`src/rtl/core/acc_cpu_pkg.sv`:
```
package acc_cpu_pkg;

  localparam int MEM_WORDS_DEF = 256;
  localparam int WORD_W        = 12;
  localparam int PC_W          = 8;
  localparam int IN_TDATA_W    = 24;
  localparam int OUT_TDATA_W   = 48;

  typedef enum logic [3:0] {
    OPC_NOP   = 4'd0,
    OPC_LOAD  = 4'd1,
    OPC_STORE = 4'd2,
    OPC_ADD   = 4'd3,
    OPC_SUB   = 4'd4,
    OPC_MOVB  = 4'd5,
    OPC_JMP   = 4'd6,
    OPC_JNEG  = 4'd7,
    OPC_HALT  = 4'd8
  } opcode_t;

  typedef enum logic {
    ALU_ADD = 1'b0,
    ALU_SUB = 1'b1
  } alu_op_t;

  typedef struct packed {
    alu_op_t           op;
    logic [WORD_W-1:0] a;
    logic [WORD_W-1:0] b;
  } alu_req_t;

endpackage

```
`src/rtl/core/acc_cpu_ram.sv`:
```
module acc_cpu_ram #(
  parameter int WIDTH = 12,
  parameter int DEPTH = 256
) (
  input  logic                     clk,
  input  logic [$clog2(DEPTH)-1:0] addr,
  input  logic                     we,
  input  logic [WIDTH-1:0]         wdata,
  output logic [WIDTH-1:0]         rdata
);

  logic [WIDTH-1:0] mem [DEPTH];

  always_ff @(posedge clk) begin
    if (we) begin
      mem[addr] <= wdata;
    end
    rdata <= mem[addr];
  end

endmodule

```
`src/rtl/core/acc_cpu_alu.sv`:
```
module acc_cpu_alu
  import acc_cpu_pkg::*;
(
  input  alu_req_t          req,
  output logic [WORD_W-1:0] res
);

  // Both operations wrap modulo the word size.
  always_comb begin
    case (req.op)
      ALU_ADD: res = req.a + req.b;
      ALU_SUB: res = req.a - req.b;
      default: res = req.a;
    endcase
  end

endmodule

```
`src/rtl/core/accumulator_cpu_12bit.sv`:
```
// Write words and steps while halted go straight to the done state; other steps pass through
// fetch and execute, and a load adds a memory read state. Done posts once the output is free.
// Input is taken only in idle, one word at a time; the single-port memory serialises fetch
// and data access, and the adder is shared between PC increment and A arithmetic.
// Reset (synchronous, active low) clears PC, A, B, the halt flag and the output valid;
// memory contents are not cleared.
module accumulator_cpu_12bit
  import acc_cpu_pkg::*;
#(
  parameter int MEM_WORDS = MEM_WORDS_DEF
) (
  input  logic                   clk,
  input  logic                   rst_n,
  input  logic                   in_tvalid,
  output logic                   in_tready,
  input  logic [IN_TDATA_W-1:0]  in_tdata,  // mem_addr[7:0], mem_data[19:8], zero pad
  input  logic                   in_tuser,  // cmd
  output logic                   out_tvalid,
  input  logic                   out_tready,
  // prog_counter[7:0], acc_value[19:8], b_value[31:20], halted[32], instr_word[44:33]
  output logic [OUT_TDATA_W-1:0] out_tdata
);

  localparam int AW = $clog2(MEM_WORDS);

  typedef enum logic [2:0] {
    ST_IDLE,
    ST_FETCH,
    ST_EXEC,
    ST_LOAD,
    ST_DONE
  } state_t;

  state_t                 state_r, state_nxt;
  logic [PC_W-1:0]        pc_r, pc_nxt;
  logic [WORD_W-1:0]      acc_r, acc_nxt;
  logic [WORD_W-1:0]      b_r, b_nxt;
  logic                   halt_r, halt_nxt;
  logic [WORD_W-1:0]      instr_r, instr_nxt;
  logic                   out_tvalid_r, out_tvalid_nxt;
  logic [OUT_TDATA_W-1:0] out_tdata_r, out_tdata_nxt;

  logic [AW-1:0]          ram_addr;
  logic                   ram_we;
  logic [WORD_W-1:0]      ram_wdata;
  logic [WORD_W-1:0]      ram_rdata;
  alu_req_t               alu_req;
  logic [WORD_W-1:0]      alu_res;
  logic                   in_acc;

  // Reduces an 8-bit address modulo the memory size by restoring compare and subtract;
  // five steps handle a quotient of up to 31, which holds whenever MEM_WORDS is at least 8.
  function automatic logic [AW-1:0] mem_index(input logic [7:0] addr);
    logic [12:0] v;
    logic [12:0] lim;
    v = {5'd0, addr};
    for (int k = 4; k >= 0; k--) begin
      lim = 13'(MEM_WORDS) << k;
      if (v >= lim) begin
        v = v - lim;
      end
    end
    return v[AW-1:0];
  endfunction

  acc_cpu_ram #(
    .WIDTH (WORD_W),
    .DEPTH (MEM_WORDS)
  ) u_ram (
    .clk   (clk),
    .addr  (ram_addr),
    .we    (ram_we),
    .wdata (ram_wdata),
    .rdata (ram_rdata)
  );

  acc_cpu_alu u_alu (
    .req (alu_req),
    .res (alu_res)
  );

  assign in_tready  = (state_r == ST_IDLE);
  assign in_acc     = in_tvalid && in_tready;
  assign out_tvalid = out_tvalid_r;
  assign out_tdata  = out_tdata_r;

  always_comb begin
    state_nxt      = state_r;
    pc_nxt         = pc_r;
    acc_nxt        = acc_r;
    b_nxt          = b_r;
    halt_nxt       = halt_r;
    instr_nxt      = instr_r;
    out_tvalid_nxt = out_tvalid_r && !out_tready;
    out_tdata_nxt  = out_tdata_r;
    ram_we         = 1'b0;
    ram_addr       = mem_index(instr_r[7:0]);
    ram_wdata      = acc_r;
    alu_req        = '{op: ALU_ADD, a: {4'd0, pc_r}, b: 12'd1};

    case (state_r)
      ST_IDLE: begin
        if (in_acc) begin
          if (!in_tuser) begin
            ram_we    = 1'b1;
            ram_addr  = mem_index(in_tdata[7:0]);
            ram_wdata = in_tdata[19:8];
            instr_nxt = '0;
            state_nxt = ST_DONE;
          end else if (halt_r) begin
            instr_nxt = '0;
            state_nxt = ST_DONE;
          end else begin
            ram_addr  = mem_index(pc_r);
            state_nxt = ST_FETCH;
          end
        end
      end
      ST_FETCH: begin
        instr_nxt = ram_rdata;
        pc_nxt    = alu_res[PC_W-1:0];
        state_nxt = ST_EXEC;
      end
      ST_EXEC: begin
        state_nxt = ST_DONE;
        case (opcode_t'(instr_r[11:8]))
          OPC_LOAD:  state_nxt = ST_LOAD;
          OPC_STORE: ram_we = 1'b1;
          OPC_ADD: begin
            alu_req = '{op: ALU_ADD, a: acc_r, b: b_r};
            acc_nxt = alu_res;
          end
          OPC_SUB: begin
            alu_req = '{op: ALU_SUB, a: acc_r, b: b_r};
            acc_nxt = alu_res;
          end
          OPC_MOVB:  b_nxt = acc_r;
          OPC_JMP:   pc_nxt = instr_r[7:0];
          OPC_JNEG: begin
            if (acc_r[WORD_W-1]) begin
              pc_nxt = instr_r[7:0];
            end
          end
          OPC_HALT:  halt_nxt = 1'b1;
          default:   ;
        endcase
      end
      ST_LOAD: begin
        acc_nxt   = ram_rdata;
        state_nxt = ST_DONE;
      end
      ST_DONE: begin
        // Wait until the output register is free before posting the word.
        if (!out_tvalid_r || out_tready) begin
          out_tvalid_nxt = 1'b1;
          out_tdata_nxt  = {3'd0, instr_r, halt_r, b_r, acc_r, pc_r};
          state_nxt      = ST_IDLE;
        end
      end
      default: state_nxt = ST_IDLE;
    endcase
  end

  always_ff @(posedge clk) begin
    if (!rst_n) begin
      state_r      <= ST_IDLE;
      pc_r         <= '0;
      acc_r        <= '0;
      b_r          <= '0;
      halt_r       <= 1'b0;
      out_tvalid_r <= 1'b0;
    end else begin
      state_r      <= state_nxt;
      pc_r         <= pc_nxt;
      acc_r        <= acc_nxt;
      b_r          <= b_nxt;
      halt_r       <= halt_nxt;
      out_tvalid_r <= out_tvalid_nxt;
    end
    instr_r     <= instr_nxt;
    out_tdata_r <= out_tdata_nxt;
  end

  a_halt_sticky: assert property (@(posedge clk) disable iff (!rst_n)
    halt_r |=> halt_r)
    else $error("halt flag cleared without reset");

  a_busy_after_accept: assert property (@(posedge clk) disable iff (!rst_n)
    in_acc |=> !in_tready)
    else $error("input ready in the cycle after an accepted word");

  a_no_fetch_halted: assert property (@(posedge clk) disable iff (!rst_n)
    (state_r == ST_FETCH) |-> !halt_r)
    else $error("instruction fetched while halted");

  a_pc_quiet: assert property (@(posedge clk) disable iff (!rst_n)
    (state_r != ST_FETCH && state_r != ST_EXEC) |=> $stable(pc_r))
    else $error("program counter moved outside fetch or execute");

  a_post_from_done: assert property (@(posedge clk) disable iff (!rst_n)
    (out_tvalid_nxt && !out_tvalid_r) |-> (state_r == ST_DONE))
    else $error("result posted outside the completion state");

endmodule

```
`config.mk`:
```
export PLATFORM = sky130hd
export DESIGN_NAME = accumulator_cpu_12bit
export DESIGN_NICKNAME = d
export VERILOG_FILES = /design/src/rtl/core/acc_cpu_pkg.sv /design/src/rtl/core/acc_cpu_ram.sv /design/src/rtl/core/acc_cpu_alu.sv /design/src/rtl/core/accumulator_cpu_12bit.sv
export SDC_FILE = /design/constraint.sdc
export NUM_CORES = 2
export LEC_CHECK = 0
export BUFFER_PORTS_ARGS = -buffer_cell sky130_fd_sc_hd__buf_4
export CAP_MARGIN = 20
export CORE_MARGIN = 5
export CORE_UTILIZATION = 65
export CTS_BUF_LIST = sky130_fd_sc_hd__clkbuf_2
export CTS_CLUSTER_DIAMETER = 50
export DETAILED_ROUTE_END_ITERATION = 16
export HOLD_SLACK_MARGIN = 0.1
export PLACE_DENSITY = 0.85
export SLEW_MARGIN = 20
export SYNTH_ARGS = -nofsm -noshare
export SYNTH_HDL_FRONTEND = slang
export SYNTH_SLANG_ARGS = --single-unit
```
`constraint.sdc`:
```
create_clock -name clk -period 9 [get_ports clk]
set_clock_uncertainty 0.15 [all_clocks]
set_input_delay 1.8 -clock clk [delete_from_list [all_inputs] [get_ports clk]]
set_output_delay 1.8 -clock clk [all_outputs]
set_load 0.02 [all_outputs]
```
==> out/qor.txt <==
Max Clk Rate: 163 MHz
chip height: 446 um
Clock power frac: 30.6%
RSZ-0062 raised after global routing: no
fraction of registers with async set/reset: 0%
Cells after Synth: 7210
worst-skew pair later-pin latency: 1.97 ns
worst min path class: flip-flop to flip-flop
FF+latch count, synth: 3178
Post-synth EDFFs: 3129
Final Net Count: 7793
fin. max-slew vios: 0
Seq pwr share: 56.8%
Rows: 160
Post-DRT Antenna Nets: 0
Final Routed Wirelength: 315 mm
worst setup margin: 2.85 ns
library cells used by synthesis: 69
core area: 0.190 sq mm
multi-input logic area: 0.0272 sq mm
arrival time at the worst endpoint: 7.84 ns
initial DRC count: 12000
Power Density: 215 mW/mm^2
Slew HR: 11.5%
first-pass GRT wire length: 460 mm
Hold Crit Depth: 0
Worst Hold Margin: 0.333 ns
Lkg Pwr: 45.1 nW
Fin Setup TNS: 0 ns
# H-tree levels: 6
GRT overflow: 0
Peak VDD IR: 0.121 mV
drc violations: 0
FF-to-FF path depth: 10
Fillers: 10800
TritonCTS buffer count: 739
Die Wd: 446 um
CTS resizes: 0
Final setup viols: 0
Crit. End Element: flip-flop
wire length per cell: 29.2 um
Hold-fix buffers, CTS: 6
Int Pwr: 20.8 mW
switching power total: 8.08 mW
Syn-to-layout area delta: 8.45%
outcome: finished, final reports clean
Post-Place Setup Slack: 1.65 ns
Synth Area per Inst: 17.1 sq um
Final Hold Fails: 0
Initial Util: 65.2%
total setup buffers inserted after CTS: 0
CP max FO: 48
Root Buffer: clkbuf_2
largest net degree at the start of global routing: 241
post-synthesis cell area: 0.124 sq mm
gr usage total: 31.6%
Yosys Warn Count: 0
Num Clock Sinks: 3178
max cap viols: 0
layout cells sized above 1: 24.2%
CTS Buffer Depth: 4
crit path time final: 6.15 ns
sw frac: 28.0%
via-per-instance ratio: 6.80
vias in the first global route: 72900
final RePlAce weighted congestion: 0.941
initial antenna violation count: 12
detailed-route via count: 73400
CTS tree: yes
io pins: 79
CTS clk-pin slew, worst paths: 0.11 ns
crit share post-route: 68.3%
logic gate share of total power: 12.7%
Post-Layout Cell Count: 10800
Critical Path RT: 10.69 ns
ys flop type: edfxtp_1
DP Wirelength: 179 mm
Final Power: 28.9 mW
Seq/Total Area, Yosys: 76.8%
Worst-Margin Slew: 1.33 ns
port bufs: 71
TritonRoute pass-1 iters: 8
sequential cell area: 0.0949 sq mm
CP Class: flip-flop to flip-flop
placed cell count: 9506
full die area: 0.199 sq mm
Critical Path Source Type: flip-flop
-- per-layer routing --
metal / GRT usage (%) / wire, um / vias up
met4: 17.0 / 18200 / 12
li1: - / - / 30200
met1: 41.3 / 104000 / 35900
met3: 10.8 / 46700 / 1041
met5: 0.391 / 183 / -
met2: 47.4 / 146000 / 6248
-- cells in the mapped netlist (115+ instances only) --
master / count / area [sq um]
edfxtp_1: 3129 / 94000
a22oi_1: 115 / 863
and3_1: 127 / 795
a211oi_1: 123 / 923
nor2_1: 472 / 1770
mux4_2: 395 / 8900
buf_2: 156 / 781
clkbuf_1: 244 / 916
a31oi_1: 216 / 1350
mux2i_1: 169 / 1690
nand2_1: 1010 / 3790
nand3_1: 235 / 1180
-- placed cells by master, fill, tap and decap left out, types with 98 or more instances in the layout --
| cell | count |
|---|---|
| a211oi_1 | 122 |
| a22o_1 | 98 |
| a22oi_1 | 115 |
| a31oi_1 | 216 |
| and3_1 | 127 |
| buf_4 | 232 |
| clkbuf_2 | 1080 |
| clkinv_1 | 140 |
| edfxtp_1 | 3129 |
| mux2i_1 | 168 |
| mux4_2 | 395 |
| nand2_1 | 984 |
| nand3_1 | 235 |
| nor2_1 | 318 |
| nor2_2 | 150 |
-- state kept, by name, summed over array words and instances (netlist names) --
register and flops:
acc_r 12, b_r 12, halt_r 1, instr_r 12, out_tdata 45, out_tvalid 1
pc_r 8, state_r 3, u_ram.mem 3072, u_ram.rdata 12
-- power by group through the flow --
stage          sequential, mW  combinational [mW]  clock [mW]
3_3_place_gp             16.7                3.39           0
2_1_floorplan            16.7                2.25           0
5_1_grt                  16.4                3.79        9.76
6_report                 16.4                3.66        8.83
4_1_cts                  16.4                3.53        8.90
3_5_place_dp             16.7                3.51           0
-- critical path, cell delays in order, from the launching register on --
cell       delay [ns]
dfxtp_1          0.47
or4b_1           0.79
nor2_2           0.67
a221o_4          0.86
buf_4            0.53
nand4_1          0.65
o22ai_1          0.37
a311oi_1         0.12
a41oi_1          0.77
a2111oi_0        0.24
nand3_1          0.33
-- layout make-up --
type | instances | area share, %
Inverter | 12 | 0.0336
Clock inverter | 183 | 0.677
Tap cell | 2511 | 2.34
Sequential cell | 3178 | 70.8
Multi-Input combinational cell | 3548 | 20.3
Clock buffer | 1080 | 4.03
Timing Repair Buffer | 270 | 1.80
Antenna cell | 6 | 0.0112
-- logic make-up after synthesis --
| family | Yosys count | share of synthesized area, % |
|---|---|---|
| flip-flops | 3178 | 76.8 |
| other | 1 | 0.00303 |
| AND/OR/NAND/NOR | 2022 | 7.02 |
| buffers and inverters | 486 | 1.79 |
| adder cells (fa/ha/maj) | 15 | 0.158 |
| XOR/XNOR | 8 | 0.0567 |
| AO/OA/AOI/OAI | 934 | 5.60 |
| multiplexers | 566 | 8.58 |
-- per-stage QoR --
| step | util (%) | area (sq um) |
|---|---|---|
| after floorplan | - | 124000 |
| after global placement | 67.0 | 127000 |
| after detailed placement | 67.1 | 127000 |
| after CTS | 70.5 | 134000 |
| after global routing | 70.7 | 134000 |
| final | 70.7 | 134000 |
-- worst paths after layout --
path	slack (ns)	start	endpoint
min reg2reg	0.33	pc_r[4]$_SDFFE_PN0P_	out_tdata[4]$_DFFE_PP_
max reg2reg	2.85	state_r[2]$_SDFFE_PN0P_	u_ram.rdata[10]$_DFF_P_
max	2.85	state_r[2]$_SDFFE_PN0P_	u_ram.rdata[10]$_DFF_P_
min	0.33	pc_r[4]$_SDFFE_PN0P_	out_tdata[4]$_DFFE_PP_
No activity file was read; power rests on OpenSTA's default activity.
